--- config.mk ---
export PLATFORM = sky130hd
export DESIGN_NAME = spp_back
export DESIGN_NICKNAME = d
export VERILOG_FILES = /design/src/spp_pkg.sv /design/src/spp_back.sv
export SDC_FILE = /design/constraint.sdc
export NUM_CORES = 1
export LEC_CHECK = 0
export BUFFER_PORTS_ARGS = -buffer_cell sky130_fd_sc_hd__buf_2
export CAP_MARGIN = 15
export CORE_ASPECT_RATIO = 1.25
export CORE_MARGIN = 5
export CORE_UTILIZATION = 27
export CTS_BUF_LIST = sky130_fd_sc_hd__clkbuf_8
export DETAILED_ROUTE_END_ITERATION = 8
export PLACE_DENSITY = 0.46
export SLEW_MARGIN = 20
export SYNTH_ARGS = -nofsm -noshare
export SYNTH_HDL_FRONTEND = slang
export SYNTH_SLANG_ARGS = --single-unit
--- constraint.sdc ---
create_clock -name clk -period 2.3 [get_ports clk]
set_input_delay 0.23 -clock clk [delete_from_list [all_inputs] [get_ports clk]]
set_output_delay 0.23 -clock clk [all_outputs]
set_load 0.02 [all_outputs]
--- src/spp_pkg.sv ---
// Shared types and sizes for the sweep-and-prune pair finder.
// Used by spp_front, spp_back and sweep_and_prune_pairs; no dependencies.
package spp_pkg;

  localparam int ENTRIES = 64;
  localparam int IDX_W   = $clog2(ENTRIES);
  localparam int CNT_W   = $clog2(ENTRIES + 1);
  localparam int PAIRS   = 64;
  localparam int PIDX_W  = (PAIRS > 1) ? $clog2(PAIRS) : 1;
  localparam int PCNT_W  = $clog2(PAIRS + 1);

  localparam logic [1:0] AXIS_X = 2'd0;
  localparam logic [1:0] AXIS_Y = 2'd1;
  localparam logic [1:0] AXIS_Z = 2'd2;

  typedef struct packed {
    logic [7:0]         body_id;
    logic signed [31:0] lo_x;
    logic signed [31:0] lo_y;
    logic signed [31:0] lo_z;
    logic signed [31:0] hi_x;
    logic signed [31:0] hi_y;
    logic signed [31:0] hi_z;
    logic [31:0]        group_bits;
    logic [31:0]        mask_bits;
    logic [31:0]        compound_tag;
    logic               final_box;
  } in_t;

  typedef struct packed {
    logic [7:0] first_body;
    logic [7:0] second_body;
    logic       pair_valid;
    logic       overflowed;
    logic       run_end;
  } out_t;

  // stored box; lo/hi indexed by axis code
  typedef struct packed {
    logic [7:0]       body;
    logic [2:0][31:0] lo;
    logic [2:0][31:0] hi;
    logic [31:0]      group;
    logic [31:0]      mask;
    logic [31:0]      comp;
  } rec_t;

  typedef struct packed {
    logic [7:0] first;
    logic [7:0] second;
  } pair_t;

  // front to back: pair write port and end of sweep
  typedef struct packed {
    logic              wr_en;
    logic [PIDX_W-1:0] wr_addr;
    pair_t             wr_data;
    logic              done;
    logic [PCNT_W-1:0] count;
    logic              ovf;
  } sweep_t;

endpackage

--- src/spp_back.sv ---
// Back end: pair buffer and result sequencer with overflow and end marks.
// Depends on spp_pkg; fed by spp_front through spp_pkg::sweep_t.
module spp_back (
  input  logic            clk,
  input  logic            rst_n,
  input  spp_pkg::sweep_t sw,
  output logic            idle,
  output logic            out_valid,
  output spp_pkg::out_t   out_data
);

  localparam logic [1:0] B_IDLE  = 2'd0;
  localparam logic [1:0] B_RD    = 2'd1;
  localparam logic [1:0] B_OUT   = 2'd2;
  localparam logic [1:0] B_EMPTY = 2'd3;

  spp_pkg::pair_t pair_mem [spp_pkg::PAIRS];
  spp_pkg::pair_t rd_q;

  logic [1:0] st_r, st_nxt;
  logic [spp_pkg::PCNT_W-1:0] cnt_r, cnt_nxt, k_r, k_nxt;
  logic ovf_r, ovf_nxt;
  logic last;

  assign last = (k_r + 1'b1 == cnt_r);

  always_comb begin
    st_nxt  = st_r;
    cnt_nxt = cnt_r;
    k_nxt   = k_r;
    ovf_nxt = ovf_r;
    case (st_r)
      B_IDLE: begin
        if (sw.done) begin
          cnt_nxt = sw.count;
          ovf_nxt = sw.ovf;
          k_nxt   = '0;
          st_nxt  = (sw.count == '0) ? B_EMPTY : B_RD;
        end
      end
      B_RD: st_nxt = B_OUT;
      B_OUT: begin
        k_nxt  = k_r + 1'b1;
        st_nxt = last ? B_IDLE : B_RD;
      end
      B_EMPTY: st_nxt = B_IDLE;
      default: st_nxt = B_IDLE;
    endcase
  end

  always_comb begin
    out_valid = (st_r == B_OUT) || (st_r == B_EMPTY);
    out_data  = '0;
    if (st_r == B_OUT) begin
      out_data.first_body  = rd_q.first;
      out_data.second_body = rd_q.second;
      out_data.pair_valid  = 1'b1;
      out_data.overflowed  = ovf_r;
      out_data.run_end     = last;
    end else if (st_r == B_EMPTY) begin
      out_data.run_end = 1'b1;
    end
  end

  assign idle = (st_r == B_IDLE);

  always_ff @(posedge clk) begin
    if (sw.wr_en) pair_mem[sw.wr_addr] <= sw.wr_data;
    rd_q <= pair_mem[k_r[spp_pkg::PIDX_W-1:0]];
  end

  always_ff @(posedge clk) begin
    if (!rst_n) begin
      st_r <= B_IDLE;
    end else begin
      st_r <= st_nxt;
    end
    cnt_r <= cnt_nxt;
    k_r   <= k_nxt;
    ovf_r <= ovf_nxt;
  end

  a_done_busy: assert property (@(posedge clk) disable iff (!rst_n)
    (idle && sw.done) |=> !idle)
    else $error("sweep end did not start the result run");

  a_no_done_busy: assert property (@(posedge clk) disable iff (!rst_n)
    !(sw.done && !idle))
    else $error("sweep finished while results still pending");

  a_end_idle: assert property (@(posedge clk) disable iff (!rst_n)
    (out_valid && out_data.run_end) |=> idle)
    else $error("run end not followed by idle");

  a_marker_end: assert property (@(posedge clk) disable iff (!rst_n)
    (out_valid && !out_data.pair_valid) |-> (out_data.run_end && !out_data.overflowed))
    else $error("empty marker malformed");

endmodule

Word level (Yosys, flattened, before mapping)
Memory sizes are Yosys's and may differ from the RTL's. A register that Yosys moved wholly into a read port is not among the register bits.
Index checks and enable logic that the tools add are counted.
Widths: inputs -> output; s select.
{"block": "op_classes", "add_sub_neg": 1, "eq_ne": 5, "mux": 11, "n_reduce_logical": 6}
{"cell": "$mux 18", "count": 1}
{"cell": "$pmux 7 s2", "count": 1}
{"cell": "$pmux 2 s4", "count": 1}
{"cell": "$add 7x1->7 const B", "count": 1}
{"cell": "$eq 7x7->1", "count": 1}
{"cell": "$logic_not 7->1", "count": 1}
{"cell": "$mux 7", "count": 1}
{"cell": "$mux 1", "count": 5}
{"cell": "$eq 2x2->1 const B", "count": 2}
{"cell": "$mux 2", "count": 2}
{"cell": "$reduce_and 2->1", "count": 2}
{"cell": "$eq 2x1->1 const B", "count": 1}
{"cell": "$logic_not 2->1", "count": 1}
{"cell": "$ne 2x2->1 const B", "count": 1}
{"cell": "$reduce_bool 2->1", "count": 1}
{"cell": "$logic_or 1x1->1", "count": 1}
{"block": "totals", "out_inout_bits": 21, "ramBits": 1024, "elab_cells": 28, "inputBits": 34, "n_memories": 1, "ff_bits": 17}
{"memory": "pair_mem", "depth": 64, "width": 16, "rd": 1, "rd_ports_with_merged_regs": 1, "write_ports": 1, "line": "spp_back.sv:17", "text": "spp_pkg::pair_t pair_mem [spp_pkg::PAIRS];"}

Logic depth before layout (Yosys ltp)
Gate-level depths: netlist (run 1).
{"block": "depth", "word_depth": 4, "depth_mapped": 9, "mapped_depth_nobuf": 5}

Worst setup path after synthesis (run 1)
OpenSTA, ideal clock, no wires.
{"block": "synth_path", "path_type": "in2reg", "start": "input port sw[30] (netlist bit)", "end": "memory pair_mem[48][0] (netlist bit), enable pin", "required_time_ns": 1.891, "n_path_buf": 1, "stages": 4, "setup_time_ns": 0.409, "slack_ns": -0.143, "arrival_time_ns": 2.034, "cell_sequence": "clkbuf_1 -> nand3_1 -> or3_1 -> nor3_1"}
{"element": "start, declared", "line": "spp_back.sv:6", "text": "input spp_pkg::sweep_t sw,"}
{"element": "end, declared", "line": "spp_back.sv:17"}
No word-level cell before the write port.

==> results of run 1 <==
-- state kept, by name, indices dropped and copies added (netlist names) --
name,count
cnt_r,7
k_r,7
ovf_r,1
pair_mem,1024
rd_q,16
st_r,2
-- kinds of logic after synthesis --
family                   after synthesis
AO/OA/AOI/OAI                        135
multiplexers                         352
AND/OR/NAND/NOR                      158
buffers and inverters                109
flip-flops                          1057
adder cells (fa/ha/maj)                1
XOR/XNOR                              11
-- routing by layer --
metal,vias to the layer above,track usage,wire (um),share of wire
met2,597,0.250,59600,0.51
met3,174,0.0316,6350,0.055
li1,8672,-,-,-
met4,6,0.0577,4010,0.035
met5,-,0,44,0.00038
met1,11000,0.178,46200,0.40
-- per-stage QoR --
step / power, mW / util
detailed placement: 25.6 / 0.307
global route: 42.0 / 0.339
finish: 40.4 / 0.339
CTS: 40.8 / 0.335
floorplan: 23.6 / -
global placement: 25.5 / 0.307
-- worst paths after layout --
kind / start / endpoint / slack [ns] / cells past startpoint
setup / recovery: k_r[0]$_SDFFCE_PN0P_ / out_data[0] / -0.49 / 7
hold / removal: sw[19] / pair_mem[10][10]$_DFFE_PP_ / 0.08 / 2
setup reg to reg: k_r[0]$_SDFFCE_PN0P_ / rd_q[4]$_DFF_P_ / -0.44 / 11
hold reg to reg: k_r[6]$_SDFFCE_PN0P_ / k_r[6]$_SDFFCE_PN0P_ / 0.65 / 2
-- cell usage after synthesis, drive strengths merged (6+ instances only) --
cell / number / area [sq um]
mux4: 240 / 5410
a21o: 16 / 120
mux2i: 96 / 961
nand2: 9 / 33.8
and2: 21 / 131
o22ai: 32 / 200
a211o: 16 / 140
nor2: 90 / 338
clkbuf: 49 / 184
a22oi: 16 / 120
xnor2: 6 / 52.6
dfxtp: 18 / 360
a221oi: 32 / 280
mux2: 16 / 180
edfxtp: 1039 / 31200
o221ai: 16 / 140
nand3: 8 / 40.0
buf: 58 / 333
-- layout by cell type, fill, tap and decap left out, types with 26 or more instances in the layout --
cell,count
edfxtp_1,1039
mux4_2,240
buf_4,175
clkbuf_8,172
buf_12,100
mux2i_1,89
nor2_1,57
inv_1,52
buf_2,46
dlygate4sd3_1,36
buf_6,32
nor2_2,30
clkinv_1,26
-- repair_timing --
item / 4_1_cts / 5_1_grt
buffers inserted: 32 / 23
setup endpoints to repair: 35 / 34
hold buffers: 36 / 0
cloned: 4 / 2
endpoints found under the hold margin: 670 / 0
gates resized for setup: 104 / 88
pin swaps: 22 / 36
-- final cells by class --
type                            instances  area [sq um]  share of cell area
Timing Repair Buffer                  401          4520              0.0889
Timing Repair inverter                  1          7.51            0.000148
Sequential cell                      1057         31600               0.622
Clock buffer                          172          2370              0.0466
Inverter                                2          15.0            0.000296
Tap cell                             2012          2520              0.0496
Clock inverter                        113           647              0.0127
Multi-Input combinational cell        657          9130               0.180
Antenna cell                            6          15.0            0.000296
-- worst register-to-register path, stage by stage, from the launching register on --
cell      delay, ns
edfxtp_1       0.44
buf_4          0.17
buf_6          0.11
buf_12         0.12
buf_16         0.13
buf_12         0.14
buf_12         0.15
mux4_2         0.42
mux2_4         0.31
a221oi_4       0.38
buf_4          0.18
o22ai_2        0.07
-- power by group through the flow --
stage               registers (mW)  logic (mW)  clock network, mW
floorplan                     21.8        1.81                  0
global placement              22.0        3.57                  0
detailed placement            22.0        3.61                  0
CTS                           21.5        4.02               15.2
global route                  21.5        4.39               16.1
finish                        21.5        4.15               14.7
==> out/qor.yml, run 1 <==
area_growth_pct: 25.1
slowest_stage: "edfxtp_1"
clkLatencyLatePin_ns: 0.87
cp_cell_sequence: "buf_12 > ha_4 > nand3_1 > nor2_2 > xor3_1 > o31ai_2 > buf_4"
p_seq_frac: 0.533
clockPowerShare: 0.364
fillers: 14000
final_area_sq_mm: 0.0508
port_buffers: 54
drtIter0Drc: 1497
numClockSinks: 1057
core_sq_mm: 0.150
relSlewSlack: 0.406
maxCapViolations: 0
setup_slack_ns: -0.494
synthArstFlopShare: 0
p_int_mw: 30.8
drive_gt1_frac: 0.391
setup_tns_ns: -5.95
criticalPathCategory: "reg -> out"
gp_congestion: 0.771
status: "complete, but fails checks"
violations: "negative setup slack"
synth-adder-area-share: 0.000308
crit_family: "flip-flops"
synth_compound_area_frac: 0.0258
synth.distinct_cells: 45
grt_usage: 0.145
min_path_type: "in -> reg"
instances_no_fill: 4421
p_leak_nw: 16.5
pwr-share-comb: 0.103
critPathBufInv: 2
clk_path_buf_depth: 3
dpl_cell_area_sq_mm: 0.0459
synth.area.mux_share: 0.161
final_nets: 2317
holdWs_ns: 0.0811
required_ns: 2.07
yosysWarnings: 0
grt_max_degree: 65
synth_top_family_by_area: "multiplexers"
tritoncts: "yes"
wl_um: 116000
placementRows: 159
worstMarginPinSlew_ns: 0.891
io_pins: 55
hold_viol_final: 0
crit_path_start_kind: "register"
synth_area_per_cell_sq_um: 22.3
ant_nets: 0
powerDensity_mw_per_mm2: 796
clk_pin_slew_ns: 0.07
grt_pass1_vias: 21900
htreeDepth: 4
hpwl_um: 71000
cp_max_fo: 3
root_buffer: "clkbuf_8"
synth_area_sq_mm: 0.0406
via_per_inst: 4.62
numCtsBuffers: 162
antenna_found_initial: 13
crit_path_max_incr_delay_ns: 0.41
ys_ff_latch: 1057
synth-xor-area-share: 0.00342
remaining_drc_errors: 0
synth_cells: 1823
detail_route.wl_per_cell_um: 26.3
grt_first_pass_wirelength_um: 163000
initial_core_util: 0.271
overflow: 0
setup_viol: 17
ir_worst_vdd_uv: 573
die_h_um: 443
drv_slew: 0
skew_ns: 0.0366
ys.flop_type: "edfxtp_1"
switching_share: 0.239
drt-pass1-iter-count: 4
dp_slack_ns: -0.390
arrival_ns: 2.56
synth-simple-area-share: 0.0184
synth_seq_area_share: 0.778
p_sw_mw: 9.65
min_period_ns: 2.79
rsz0062_at_grt: "yes"
synthesis.nets: 1858
fmax_mhz: 358
die_area_sq_mm: 0.158
synth_edf_count: 1039
endpoint_kind: "output port"
finalCritPeriodShare: 1.21
num_vias: 20400
die_w_um: 357
dp.cells: 4039
No activity file was read; power rests on OpenSTA's default activity.
==> run 2, diff against run 1 <==
--- a/config.mk
+++ b/config.mk
@@ -10,9 +10,10 @@
 export CORE_ASPECT_RATIO = 1.25
 export CORE_MARGIN = 5
 export CORE_UTILIZATION = 27
-export CTS_BUF_LIST = sky130_fd_sc_hd__clkbuf_8
 export DETAILED_ROUTE_END_ITERATION = 8
+export GPL_TIMING_DRIVEN = 0
 export PLACE_DENSITY = 0.46
+export SKIP_LAST_GASP = 1
 export SLEW_MARGIN = 20
 export SYNTH_ARGS = -nofsm -noshare
 export SYNTH_HDL_FRONTEND = slang
==> run 2 against run 1 <==
Compared with the run above: the run still ends with negative setup slack left; clock skew decreased by 0.0086 ns; count of clock-buffer cells in the layout shrank 34; cell count down 5.4%; maximum frequency down 1.5%; sequential power about the same; final area is 3.6% lower; first-iteration DRC count grew 12%; die area unchanged; non-clock buffer count decreased by 141; critical path depth rose by 2; via count fell by 5.2%; critical endpoint unchanged; highest routed layer unchanged.
==> out/qor.yml, run 2 (synthesis results as in run 1) <==
crit_family: "buffers and inverters"
root_buffer: "clkbuf_16"
antenna_found_initial: 7
fmax_mhz: 353
drt-pass1-iter-count: 5
arrival_ns: 2.61
tritoncts: "yes"
hold_start: "sw[8]"
final_cell_mix: "1039 x edfxtp_1, 240 x mux4_2, 103 x clkbuf_16"
min_path_type: "in -> reg"
clkLatencyLatePin_ns: 0.70
grt_first_pass_wirelength_um: 154000
min_period_ns: 2.84
grt_usage: 0.137
rsz0062_at_grt: "yes"
io_pins: 55
crit_path_start_kind: "register"
largestRegisters: "pair_mem x1024, rd_q x16"
hpwl_um: 73600
powerDensity_mw_per_mm2: 853
maxCapViolations: 0
largest_reg_flops: 1024
ir_worst_vdd_uv: 474
die_h_um: 443
wl_um: 110000
numCtsBuffers: 100
die_w_um: 357
worst_setup_path_startpoint: "k_r[2]$_SDFFCE_PN0P_"
finalCritPeriodShare: 1.23
skew_ns: 0.0280
area_growth_pct: 20.6
die_area_sq_mm: 0.158
placementRows: 159
num_vias: 19400
cp_cell_sequence: "buf_6 > buf_8 > buf_12 > buf_16 > nand3_4 > nor2_4 > xor3_1 > o31ai_2 > buf_4"
overflow: 0
min_path_cells: 2
worst-r2r-setup-slack_ns: -0.45
setup_viol: 27
drive_gt1_frac: 0.348
layout_commonest_cell: "edfxtp_1"
dpl_cell_area_sq_mm: 0.0443
grt_max_degree: 65
regMostFlops: "pair_mem"
htreeDepth: 3
final_util: 0.327
whs_endpoint: "ovf_r$_DFFE_PP_"
via_per_inst: 4.63
r2r_cells: 8
numClockSinks: 1057
slowest_stage: "edfxtp_1"
status: "complete, but fails checks"
clk_path_buf_depth: 3
drv_slew: 0
drtIter0Drc: 1681
rr_endpoint: "rd_q[10]$_DFF_P_"
criticalPathCategory: "reg -> out"
hold_viol_final: 0
detail_route.wl_per_cell_um: 26.4
cp_max_fo: 4
violations: "negative setup slack"
relSlewSlack: 0.291
gp_congestion: 0.768
crit_path_max_incr_delay_ns: 0.39
critPathBufInv: 5
initial_core_util: 0.271
final_area_sq_mm: 0.0489
required_ns: 2.07
setup_slack_ns: -0.536
final_nets: 2113
port_buffers: 49
core_sq_mm: 0.150
ant_nets: 0
worstMarginPinSlew_ns: 1.06
endpoint_kind: "output port"
p_leak_nw: 15.2
grt_pass1_vias: 20600
clk_pin_slew_ns: 0.06
remaining_drc_errors: 0
rr_startpoint: "k_r[0]$_SDFFCE_PN0P_"
==> run 2: worst max-delay path by stage <==
stage	cells past startpoint	slack [ns]	end
finish	9	-0.54	out_data[0]
global route	6	-0.65	out_data[0]
CTS	9	-0.59	out_data[0]
detailed placement	7	-1.81	rd_q[3]$_DFF_P_
global placement	7	-1.78	rd_q[4]$_DFF_P_
floorplan	5	0.05	pair_mem[49][0]$_DFFE_PP_
==> run 2: cell type report <==
type	count	area, sq um
clock buffer	138	2790
buffer	103	841
multi-input combinational	657	9210
fill	14100	101000
sequential	1057	31600
inverter	2	11.3
tap	2012	2520
timing repair buffer	157	1500
clock inverter	49	492
antenna	6	15.0
==> run 2: stage by stage <==
step	worst slack [ns]	total power, mW	setup TNS (ns)	std cells	hold slack [ns]
finish	-0.536	41.7	-8.32	4181	0.0604
global route	-0.646	43.2	-11.22	4176	0.0343
CTS	-0.586	42.2	-8.63	4159	0.0560
detailed placement	-1.81	25.2	-328.83	3941	0.412
global placement	-1.78	25.1	-861.19	3884	0.413
floorplan	0.0494	23.6	0	1823	0.329
==> run 2: timing repair <==
| item | CTS | global route |
|---|---|---|
| endpoints found under the hold margin | 10 | 0 |
| buffers inserted | 23 | 16 |
| endpoints found under the setup margin | 40 | 76 |
| pin swaps | 15 | 13 |
| gates resized for setup | 158 | 52 |
| gates cloned | 1 | 1 |
| hold buffers | 10 | 0 |
==> run 2: per-layer routing <==
layer / share of wire / routed length [um] / track usage / up-vias
met4: 0.039 / 4270 / 0.0588 / 4
met5: 0.00024 / 26 / 0 / -
met1: 0.38 / 42200 / 0.161 / 10400
met3: 0.045 / 4920 / 0.0212 / 171
li1: - / - / - / 8245
met2: 0.53 / 58900 / 0.248 / 500
==> run 2: power breakdown <==
part	internal, mW	switching (mW)	leakage [nW]	total (mW)
Sequential	21.4	0.0847	9.51	21.5
Combinational	1.48	2.20	4.13	3.68
Clock	9.49	7.13	1.60	16.6
